===== src/design/tdl_pkg.sv =====
// -----------------------------------------------------------------------------
// tdl_pkg
// Token types and fixed constants of the table driven lexer.
// -----------------------------------------------------------------------------
package tdl_pkg;

	localparam int SHORT_NAME_MAX = 7;
	localparam int TOK_LEN_W      = 16;
	localparam int OUTQ_DEPTH     = 4;
	localparam int OUTQ_PTR_W     = $clog2(OUTQ_DEPTH);

	typedef enum logic [4:0] {
		KIND_LBRACE   = 5'd0,
		KIND_RBRACE   = 5'd1,
		KIND_LPAREN   = 5'd2,
		KIND_RPAREN   = 5'd3,
		KIND_LBRACKET = 5'd4,
		KIND_RBRACKET = 5'd5,
		KIND_COLON    = 5'd6,
		KIND_SEMI     = 5'd7,
		KIND_COMMA    = 5'd8,
		KIND_BAR      = 5'd9,
		KIND_INT      = 5'd10,
		KIND_OP       = 5'd11,
		KIND_IDENT    = 5'd12,
		KIND_EQ       = 5'd13,
		KIND_LET      = 5'd14,
		KIND_EOF      = 5'd15,
		KIND_ERR      = 5'd16
	} kind_t;

	// Packed short names of the keywords
	localparam logic [63:0] KEY_BAR = 64'h0000_0000_0000_017C;
	localparam logic [63:0] KEY_EQ  = 64'h0000_0000_0000_013D;
	localparam logic [63:0] KEY_LET = 64'h0000_0000_016C_6574;

	typedef struct packed {
		kind_t                  kind;
		logic [2:0]             prec;
		logic [63:0]            value;
		logic [TOK_LEN_W-1:0]   length;
		logic                   hashed;
		logic                   last;
	} tok_t;

	// Tokens produced by one byte, in order; cnt is 0, 1 or 2
	typedef struct packed {
		logic [1:0] cnt;
		tok_t       tok0;
		tok_t       tok1;
	} push_t;

endpackage


===== src/design/tdl_tok_fifo.sv =====
// -----------------------------------------------------------------------------
// tdl_tok_fifo
// Small token queue: takes up to two tokens a cycle, hands out one.
// -----------------------------------------------------------------------------
module tdl_tok_fifo (
	input  logic          clk,
	input  logic          arst_n,
	input  tdl_pkg::push_t push,
	output logic          room,
	output logic          out_valid,
	input  logic          out_ready,
	output tdl_pkg::tok_t head
);

	localparam int CNT_W = tdl_pkg::OUTQ_PTR_W + 1;

	tdl_pkg::tok_t                   mem_q [tdl_pkg::OUTQ_DEPTH];
	logic [tdl_pkg::OUTQ_PTR_W-1:0] wr_q;
	logic [tdl_pkg::OUTQ_PTR_W-1:0] rd_q;
	logic [CNT_W-1:0]                count_q;
	logic                            pop;
	logic [tdl_pkg::OUTQ_PTR_W-1:0] wr_next1;

	assign out_valid = (count_q != '0);
	assign pop       = out_valid && out_ready;
	assign room      = (count_q <= CNT_W'(tdl_pkg::OUTQ_DEPTH - 2));
	assign head      = mem_q[rd_q];
	assign wr_next1  = wr_q + 1'b1;

	always_ff @(posedge clk) begin
		if (push.cnt != 2'd0) begin
			mem_q[wr_q] <= push.tok0;
		end
		if (push.cnt == 2'd2) begin
			mem_q[wr_next1] <= push.tok1;
		end
	end

	always_ff @(posedge clk or negedge arst_n) begin
		if (!arst_n) begin
			wr_q    <= '0;
			rd_q    <= '0;
			count_q <= '0;
		end else begin
			wr_q    <= wr_q + tdl_pkg::OUTQ_PTR_W'(push.cnt);
			if (pop) begin
				rd_q <= rd_q + 1'b1;
			end
			count_q <= count_q + CNT_W'(push.cnt) - CNT_W'(pop);
		end
	end

endmodule


===== src/design/tdl_scan.sv =====
// -----------------------------------------------------------------------------
// tdl_scan
// Character classification, token state and token build for one byte.
// -----------------------------------------------------------------------------
module tdl_scan #(
	parameter int LENGTH_BITS = 16
) (
	input  logic           clk,
	input  logic           arst_n,
	input  logic           go,
	input  logic [7:0]     char_byte,
	input  logic           newline_comma_ok,
	output tdl_pkg::push_t push
);

	localparam int CNT_W = (LENGTH_BITS > 16) ? 16 : LENGTH_BITS;

	typedef enum logic [1:0] {
		MODE_IDLE,
		MODE_NAME,
		MODE_OPRUN,
		MODE_NUM
	} mode_t;

	mode_t             mode_q;
	logic [63:0]       packed_q;
	logic [31:0]       hash_q;
	logic [CNT_W-1:0]  count_q;
	logic [31:0]       num_q;
	logic [2:0]        prec_q;

	logic              is_digit;
	logic              is_letter;
	logic              is_begin;
	logic              is_inner;
	logic              op_hit;
	logic [2:0]        op_lvl;
	logic              punct_hit;
	tdl_pkg::kind_t    punct_kind;
	logic              cont;
	logic              has_a;
	logic              has_b;
	tdl_pkg::tok_t     tok_a;
	tdl_pkg::tok_t     tok_b;
	logic [31:0]       hash_sq;
	logic [31:0]       hash_fin;
	logic [63:0]       ext_packed;
	logic [31:0]       ext_hash;

	// Character class table
	always_comb begin
		is_digit  = (char_byte inside {[8'h30:8'h39]});
		is_letter = (char_byte inside {[8'h61:8'h7A], [8'h41:8'h5A]});
		is_begin  = is_letter || (char_byte == 8'h27) || (char_byte == 8'h2E);
		is_inner  = is_letter || is_digit || char_byte[7];
		op_hit    = 1'b1;
		op_lvl    = 3'd0;
		case (char_byte)
			8'h3D, 8'h7C:        op_lvl = 3'd0;
			8'h26:               op_lvl = 3'd1;
			8'h3C, 8'h3E:        op_lvl = 3'd2;
			8'h2B, 8'h2D:        op_lvl = 3'd3;
			8'h2A, 8'h2F, 8'h5C: op_lvl = 3'd4;
			default:             op_hit = 1'b0;
		endcase
		punct_hit  = 1'b1;
		punct_kind = tdl_pkg::KIND_ERR;
		case (char_byte)
			8'h7B:   punct_kind = tdl_pkg::KIND_LBRACE;
			8'h7D:   punct_kind = tdl_pkg::KIND_RBRACE;
			8'h28:   punct_kind = tdl_pkg::KIND_LPAREN;
			8'h29:   punct_kind = tdl_pkg::KIND_RPAREN;
			8'h5B:   punct_kind = tdl_pkg::KIND_LBRACKET;
			8'h5D:   punct_kind = tdl_pkg::KIND_RBRACKET;
			8'h3A:   punct_kind = tdl_pkg::KIND_COLON;
			8'h3B:   punct_kind = tdl_pkg::KIND_SEMI;
			8'h2C:   punct_kind = tdl_pkg::KIND_COMMA;
			default: punct_hit  = 1'b0;
		endcase
	end

	assign cont = ((mode_q == MODE_NAME) && is_inner) ||
	              ((mode_q == MODE_OPRUN) && op_hit) ||
	              ((mode_q == MODE_NUM) && is_digit);

	assign ext_packed = {packed_q[55:0], char_byte};
	assign ext_hash   = {hash_q[14:0], hash_q[31:15]} + ext_packed[31:0];
	assign hash_sq    = hash_q * {hash_q[30:0], 1'b1};
	assign hash_fin   = (hash_sq == '0) ? 32'd1 : hash_sq;

	// Closing token of the open run
	always_comb begin
		has_a        = (mode_q != MODE_IDLE) && !cont;
		tok_a        = '0;
		tok_a.kind   = tdl_pkg::KIND_INT;
		if (mode_q == MODE_NUM) begin
			tok_a.value = {32'd0, num_q};
		end else begin
			tok_a.kind   = (mode_q == MODE_OPRUN) ? tdl_pkg::KIND_OP : tdl_pkg::KIND_IDENT;
			tok_a.prec   = (mode_q == MODE_OPRUN) ? prec_q : 3'd0;
			tok_a.length = tdl_pkg::TOK_LEN_W'(count_q);
			if (count_q <= CNT_W'(tdl_pkg::SHORT_NAME_MAX)) begin
				tok_a.value = packed_q;
				if (packed_q == tdl_pkg::KEY_BAR) begin
					tok_a.kind = tdl_pkg::KIND_BAR;
					tok_a.prec = 3'd0;
				end else if (packed_q == tdl_pkg::KEY_EQ) begin
					tok_a.kind = tdl_pkg::KIND_EQ;
					tok_a.prec = 3'd0;
				end else if (packed_q == tdl_pkg::KEY_LET) begin
					tok_a.kind = tdl_pkg::KIND_LET;
					tok_a.prec = 3'd0;
				end
			end else begin
				tok_a.value  = {32'd0, hash_fin};
				tok_a.hashed = 1'b1;
			end
		end
	end

	// Single-byte token of a fresh start
	always_comb begin
		has_b      = 1'b0;
		tok_b      = '0;
		tok_b.kind = tdl_pkg::KIND_ERR;
		if (!cont && !op_hit && !is_begin && !is_digit) begin
			if (punct_hit) begin
				has_b      = 1'b1;
				tok_b.kind = punct_kind;
			end else if (char_byte == 8'h00) begin
				has_b      = 1'b1;
				tok_b.kind = tdl_pkg::KIND_EOF;
			end else if (char_byte == 8'h20) begin
				has_b = 1'b0;
			end else if (char_byte == 8'h0D || char_byte == 8'h0A) begin
				has_b      = newline_comma_ok;
				tok_b.kind = tdl_pkg::KIND_COMMA;
			end else begin
				has_b = 1'b1;
			end
		end
	end

	// Order the tokens and mark the final one
	always_comb begin
		push      = '0;
		push.tok0 = has_a ? tok_a : tok_b;
		push.tok1 = tok_b;
		if (go) begin
			push.cnt = 2'(has_a) + 2'(has_b);
		end
		if (has_a && has_b) begin
			push.tok1.last = 1'b1;
		end else begin
			push.tok0.last = 1'b1;
		end
	end

	always_ff @(posedge clk or negedge arst_n) begin
		if (!arst_n) begin
			mode_q   <= MODE_IDLE;
			packed_q <= '0;
			hash_q   <= '0;
			count_q  <= '0;
			num_q    <= '0;
			prec_q   <= '0;
		end else if (go) begin
			if (cont) begin
				if (mode_q == MODE_NUM) begin
					num_q <= (num_q << 3) + (num_q << 1) + {28'd0, char_byte[3:0]};
				end else begin
					packed_q <= ext_packed;
					hash_q   <= ext_hash;
					if (count_q != '1) begin
						count_q <= count_q + 1'b1;
					end
				end
			end else if (op_hit || is_begin) begin
				packed_q <= {55'd0, 1'b1, char_byte};
				hash_q   <= {23'd0, 1'b1, char_byte};
				count_q  <= CNT_W'(1);
				prec_q   <= op_hit ? op_lvl : 3'd0;
				mode_q   <= op_hit ? MODE_OPRUN : MODE_NAME;
			end else if (is_digit) begin
				num_q  <= {28'd0, char_byte[3:0]};
				mode_q <= MODE_NUM;
			end else begin
				mode_q <= MODE_IDLE;
			end
		end
	end

endmodule


===== src/design/table_driven_lexer_top.sv =====
// -----------------------------------------------------------------------------
// table_driven_lexer_top
// Streaming lexer: one source byte in, zero to two tokens out.
// -----------------------------------------------------------------------------
// Input channel in_valid/in_ready carries one source byte (char_byte) and the
// newline_comma_ok flag per request. Output channel out_valid/out_ready
// carries one token per request; last_of_run marks the final token of a byte.
// A byte sits in an input register until the queue has room, is classified
// and scanned there, and its tokens land in a four-entry token queue. A token
// is offered once its byte has left the input register and been written into
// the queue. A byte that closes a run with a single-byte token produces two.
// Throughput is one byte per cycle while the queue keeps room for two tokens;
// the queue drains one token per cycle, so bytes that yield two tokens back
// up input when they follow each other.
// Reset clears the scan state to idle with no token open and empties the
// queue. When the receiver stalls, the queue fills and in_ready drops; no
// token is lost or repeated.
// -----------------------------------------------------------------------------
module table_driven_lexer_top #(
	parameter int LENGTH_BITS = 16
) (
	input  logic        clk,
	input  logic        arst_n,
	input  logic        in_valid,
	output logic        in_ready,
	input  logic [7:0]  char_byte,
	input  logic        newline_comma_ok,
	output logic        out_valid,
	input  logic        out_ready,
	output logic [4:0]  token_kind,
	output logic [2:0]  token_level,
	output logic [63:0] token_value,
	output logic [15:0] token_length,
	output logic        is_hashed,
	output logic        last_of_run
);

	logic           valid_s1;
	logic [7:0]     byte_s1;
	logic           ok_s1;
	logic           room;
	logic           go;
	tdl_pkg::push_t push;
	tdl_pkg::tok_t  head;

	assign go       = valid_s1 && room;
	assign in_ready = !valid_s1 || go;

	always_ff @(posedge clk or negedge arst_n) begin
		if (!arst_n) begin
			valid_s1 <= 1'b0;
		end else if (in_ready) begin
			valid_s1 <= in_valid;
		end
	end

	always_ff @(posedge clk) begin
		if (in_valid && in_ready) begin
			byte_s1 <= char_byte;
			ok_s1   <= newline_comma_ok;
		end
	end

	tdl_scan #(
		.LENGTH_BITS(LENGTH_BITS)
	) u_scan (
		.clk             (clk),
		.arst_n          (arst_n),
		.go              (go),
		.char_byte       (byte_s1),
		.newline_comma_ok(ok_s1),
		.push            (push)
	);

	tdl_tok_fifo u_fifo (
		.clk      (clk),
		.arst_n   (arst_n),
		.push     (push),
		.room     (room),
		.out_valid(out_valid),
		.out_ready(out_ready),
		.head     (head)
	);

	assign token_kind   = head.kind;
	assign token_level  = head.prec;
	assign token_value  = head.value;
	assign token_length = head.length;
	assign is_hashed    = head.hashed;
	assign last_of_run  = head.last;

endmodule


===== config.mk =====
export PLATFORM = sky130hd
export DESIGN_NAME = table_driven_lexer_top
export DESIGN_NICKNAME = d
export VERILOG_FILES = /design/src/design/tdl_pkg.sv /design/src/design/tdl_tok_fifo.sv /design/src/design/tdl_scan.sv /design/src/design/table_driven_lexer_top.sv
export SDC_FILE = /design/constraint.sdc
export NUM_CORES = 2
export LEC_CHECK = 0
export BUFFER_PORTS_ARGS = -buffer_cell sky130_fd_sc_hd__buf_2
export CAP_MARGIN = 0
export CORE_MARGIN = 3
export CORE_UTILIZATION = 60
export DETAILED_ROUTE_END_ITERATION = 8
export PLACE_DENSITY = 0.87
export SYNTH_ARGS = -nofsm -noshare
export SYNTH_HDL_FRONTEND = slang
export SYNTH_SLANG_ARGS = --single-unit

===== constraint.sdc =====
create_clock -name clk -period 9.3 [get_ports clk]
set_input_delay 0 -clock clk [delete_from_list [all_inputs] [get_ports clk]]
set_output_delay 0 -clock clk [all_outputs]
set_load 0.02 [all_outputs]

After elaboration in Yosys (flattened, before gate mapping). Memories as Yosys holds them, arrays and structs flattened. Cells that the tools add are included.

Output and inout port bits: 92. Register bits after elaboration: 166. Memories: 1. Word-level logic and storage cells: 167. ROM bits: 0. Bits in latches: 0. Bits of input ports: 13. Memory bits (writable): 360.

Memories: u_fifo.mem_q (depth 4, bits a word 90, read ports 1, clocked after memory_dff 0, wr ports 2, RTL line tdl_tok_fifo.sv:17) `tdl_pkg::tok_t mem_q [tdl_pkg::OUTQ_DEPTH];`.

Equal/unequal tests: 36. Bitwise operators: 1. Shifts and indexed selects: 0. Divide/modulo/power cells: 0. Multipliers: 1. Reductions and logical operators: 46. Multiplexer cells: 52. Add/sub/neg operators: 10. $lt $le $gt $ge: 8.

Operators by type and width (number): 64-bit two-way mux (5); 32-bit two-way mux (8); 64-bit by 9-bit equality test with 1-bit output, second input constant (2); 8-bit by 6-bit equality test with 1-bit output, second input constant (16); 90-bit two-way mux (1); 32-bit adder (2); 64-bit by 25-bit equality test with 1-bit output, second input constant (1); 16-bit two-way mux (4); 8-bit by 7-bit equality test with 1-bit output, second input constant (6); 5-bit one-hot mux with 9 select lines (1); 8-bit two-way mux (5); 32-bit by 4-bit adder with 32-bit output (1); 32-bit logical NOT (1); 32-bit by 32-bit multiplier with 32-bit output (1); 5-bit two-way mux (5); 17-bit two-way mux (1); 16-bit by 1-bit adder with 16-bit output, second input constant (1); 8-bit by 4-bit equality test with 1-bit output, second input constant (2); 8-bit by 7-bit >= comparator with 1-bit output, second input constant (2); 16-bit by 3-bit less-or-equal comparator with 1-bit output, second input constant (1); 8-bit by 7-bit less-or-equal comparator with 1-bit output, second input constant (2); 16-bit inequality test, second input constant (1); 1-bit logical AND (14); 1-bit two-way mux (14); other kinds (28) (57).

Depth between registers and ports, before layout.
Depth after elaboration: 18. Gate-level depth with buffers: 32.

By module. Synthesis repeated with hierarchy kept, for this count alone.

Cells, all modules: 3797. Area, all modules: 43334.1 sq um.

By module, submodules not included: tdl_scan (area each 25197.9 sq um, cells an instance 2872, instances 1, sequential area each 3728.6 sq um); tdl_tok_fifo (area each 17805.8 sq um, cells an instance 911, instances 1, sequential area each 10985.5 sq um); table_driven_lexer_top (area each 330.3 sq um, cells an instance 14, instances 1, sequential area each 295.3 sq um).

Worst setup path after synthesis. No wires, ideal clock.

Path kind: flip-flop to flip-flop. Start: register u_scan.hash_q[3]. End: memory u_fifo.mem_q[0][19] (netlist name). Required time: 9.171 ns. Period minus slack after synthesis: 8.200 ns. Path buffers: 2. Cell stages (with the launch flop): 29. Data arrival time: 8.071 ns. Setup slack: 1.100 ns. Library setup time: 0.129 ns. Path through: dfrtp_1 > clkbuf_1 > clkbuf_1 > nand2_1 > fa_1 > fa_1 > inv_1 > fa_1 > inv_1 > fa_1 > inv_1 > fa_1 > fa_1 > fa_1 > inv_1 > fa_1 > inv_1 > ha_1 > a21oi_1 > o21ai_0 > a2111oi_0 > nor2_1 > or3_1 > or4b_1 > a211o_1 > a211oi_2 > o211ai_1 > a31oi_1 > o31ai_1.

RTL lines: start, declared (RTL line tdl_scan.sv:27) `logic [31:0] hash_q;`; start signal, assigned (RTL line tdl_scan.sv:173) `hash_q <= ext_hash;`; start signal, assigned (RTL line tdl_scan.sv:180) `hash_q <= {23'd0, 1'b1, char_byte};`; end, declared (RTL line tdl_tok_fifo.sv:17).

==> results.md <==
- Status: finished clean
- Gate Count Post-Synth: just under 4000
- Drt first pass iters: 6
- Critical path class: reg2reg
- Number of global-route vias before repair: 32300
- Die ar.: 66700 um^2
- P&R area growth vs syn: 8.27%
- Synth async-reset ratio: 29.8%
- Die width: 258 um
- Iter 0 DRT Violations: 3557
- Sink Count: 526
- Synth Register Bits: 526
- Sequential-to-total area share from yosys stat: 30.5%
- Initial antenna violation count: 1
- Number of synthesized flops with an enable pin: 33
- Largest net degree at the start of global routing: 92
- Critical Path RT: a little under 10000 ps
- GP Congestion: 0.981
- Number of core rows: 91
- Syn Area/Cell: 9.72 um^2
- Detailed-route via count: between 30000 and 40000
- Core ar.: around 62000 um^2
- Worst hold path type: in2async
- Setup Fix Bufs, Post-CTS: 0
- Final worst path period need: 8960 ps
- IO buf count: between 100 and 150
- Clock Path Buffers: 3
- CP Launch Type: flip-flop
- Multi-input gate area: 24000 um^2
- Post-Syn Area: 38200 um^2
- HPWL Detailed: 78000 um
- Count of cell types in the netlist: 84
- Final setup fails: 0
- Slew Viols, Final: 0
- Synth top area share: between 10% and 20%
- Io pins: 105
- Unrepaired setup endpoints after global routing: false
- Total wire length: 108000 um
- Most used cell, CP: fa_1
- CTS clk-pin slew, worst paths: 70 ps
- Worst reg2reg path depth: 26
- N_diodes: 0
- Kind of end point of the critical path: flip-flop
- Synthesis warning total: 0
- Aggregate global routing overflow: 0
- Share of cells above drive strength 1: 10.2%
- Hold Fails Final Rpt: 0
- Commonest cells post-synth: nand2_1 (545), inv_1 (462), fa_1 (368)
- Ys flop type: dfxtp_1
- Register area: 11700 um^2
- Fin Setup TNS: 0 ps
- Top fanout value on the critical path: 11
- WL per Instance: 22.5 um
- Top cells by area, synth: fa_1 (19%), dfxtp_1 (18%), dfrtp_1 (10%)
- Rel. slew slack: 17.8%
- CTS H-Tree Depth: 2
- Root Buffer: clkbuf_16
- Filler cell count: approximately 4500
- Achievable frequency: 112 MHz
- Cts bufs inserted: 51
- CTS tree: done
- Tot GR Track Use: 33.0%
- Most frequent cell after synthesis: nand2_1
- Final net count: 4545
- Worst Slack Setup Final: between 300 and 400 ps
- Fin crit share: 96.3%
- Max cap viols: 0
- Antenna Nets Post-Route: 0
- Syn Nets: 4539
- First-pass GRT wire length: 175000 um
- Critical path data arrival time: 9420 ps
- Via density: 6.42
- Chip Height: approximately 260 um
- Slowest CP cell: dfrtp_1
- Initial core utilization: around 61%
- Clock Skew: approximately 18 ps
- Cell taking the most area after synthesis: fa_1
- DRC: 0
- Skew-Pair Late Insertion Delay: 600 ps
- Worst slew pin tran: 1230 ps
- Post-placement setup slack: around 350 ps
- Max stage delay on crit path: 720 ps
-- kinds of logic (layout without fill, tap and decap cells) --
kind of cell	after synthesis	count (layout)	synth area share, %
AOI/OAI and AO/OA	863	863	15.0
xor gates and xnor gates	129	129	2.96
adders and majority gates	596	596	26.8
buffers and inverters	693	739	6.89
DFF	526	526	30.5
muxes	104	104	5.71
and+or+nand+nor	1019	1019	12.2
-- layout make-up --
cell class                      count  share of cell area (%)
Tap cell                          837                    2.53
Inverter                          462                    4.20
Multi-Input combinational cell   2711                    58.1
Clock buffer                       73                    3.68
Timing Repair Buffer              184                    2.86
Clock inverter                     20                   0.457
Sequential cell                   526                    28.2
-- critical path: cells and delay by family (launching register included) --
| family | cells | cell delay, ps |
|---|---|---|
| buf+inv | 5 | 560 |
| fa+ha+maj | 9 | 4290 |
| compound gates | 5 | 1200 |
| simple gates | 7 | 2030 |
| flops | 1 | 720 |
-- worst paths after layout --
kind / start / endpoint / slack (ps)
setup / recovery: u_scan.hash_q[11] / u_fifo.mem_q[3][19] / 340
hold / removal: arst_n / u_scan.packed_q[62] / 60
setup reg to reg: u_scan.hash_q[11] / u_fifo.mem_q[3][19] / 340
hold reg to reg: u_fifo.mem_q[3][23] / u_fifo.mem_q[3][23] / 450
max in group asynchronous: arst_n / u_scan.hash_q[13] / 7650
min in group clk: newline_comma_ok / ok_s1 / 110
-- timing repair --
item | in CTS | in global routing
endpoints found under the hold margin | 105 | 0
hold buffers | 12 | 0
gates resized for setup | 0 | 6
endpoints found under the setup margin | 0 | 11
-- cells in the final DEF (no fill, tap or decap), types with 20 or more instances in the layout --
| cell type | instances |
|---|---|
| ha_1 | 228 |
| a22o_1 | 83 |
| dfxtp_1 | 336 |
| buf_2 | 103 |
| nand3_1 | 34 |
| and2_1 | 112 |
| o211ai_1 | 33 |
| mux4_2 | 90 |
| fa_1 | 368 |
| a32o_1 | 65 |
| o21ai_0 | 352 |
| o31ai_1 | 25 |
| nand2_1 | 544 |
| nor2_1 | 124 |
| nand4_1 | 22 |
| dfrtp_1 | 150 |
| inv_1 | 462 |
| o21a_1 | 20 |
| xnor2_1 | 76 |
| clkbuf_16 | 54 |
| xor2_1 | 53 |
| buf_4 | 66 |
| nor3_1 | 41 |
| a21o_1 | 53 |
| nand2b_1 | 24 |
| a21oi_1 | 95 |
| edfxtp_1 | 33 |
-- layer usage --
layer  track usage [%]  routed length [um]
met4              18.0                6860
met2              53.2               50300
met3              7.00               11400
met5                 0                  13
met1              41.7               39800
-- stage by stage --
step           instance area (um^2)  std cells  utilization, %  hold WS, ps
2_1_floorplan                 38200       3930               -         -296
3_3_place_gp                  39500       4708            63.4          105
3_5_place_dp                  39500       4708            63.4          115
4_1_cts                       41300       4813            66.4         82.9
5_1_grt                       41300       4813            66.4          113
6_report                      41300       4813            66.4         58.2
-- state kept, by name, indices dropped and copies added (netlist names) --
register and flops:
u_scan.prec_q 3, u_scan.mode_q 2, valid_s1 1, u_fifo.count_q 3
u_fifo.wr_q 2, u_fifo.rd_q 2, u_scan.count_q 16, u_scan.hash_q 32
ok_s1 1, u_scan.num_q 32, u_fifo.mem_q 360, u_scan.packed_q 64
byte_s1 8
Power is left out: the tool's default activity adds up to more than one toggle a clock period on the data nets, which glitch-free logic cannot reach.
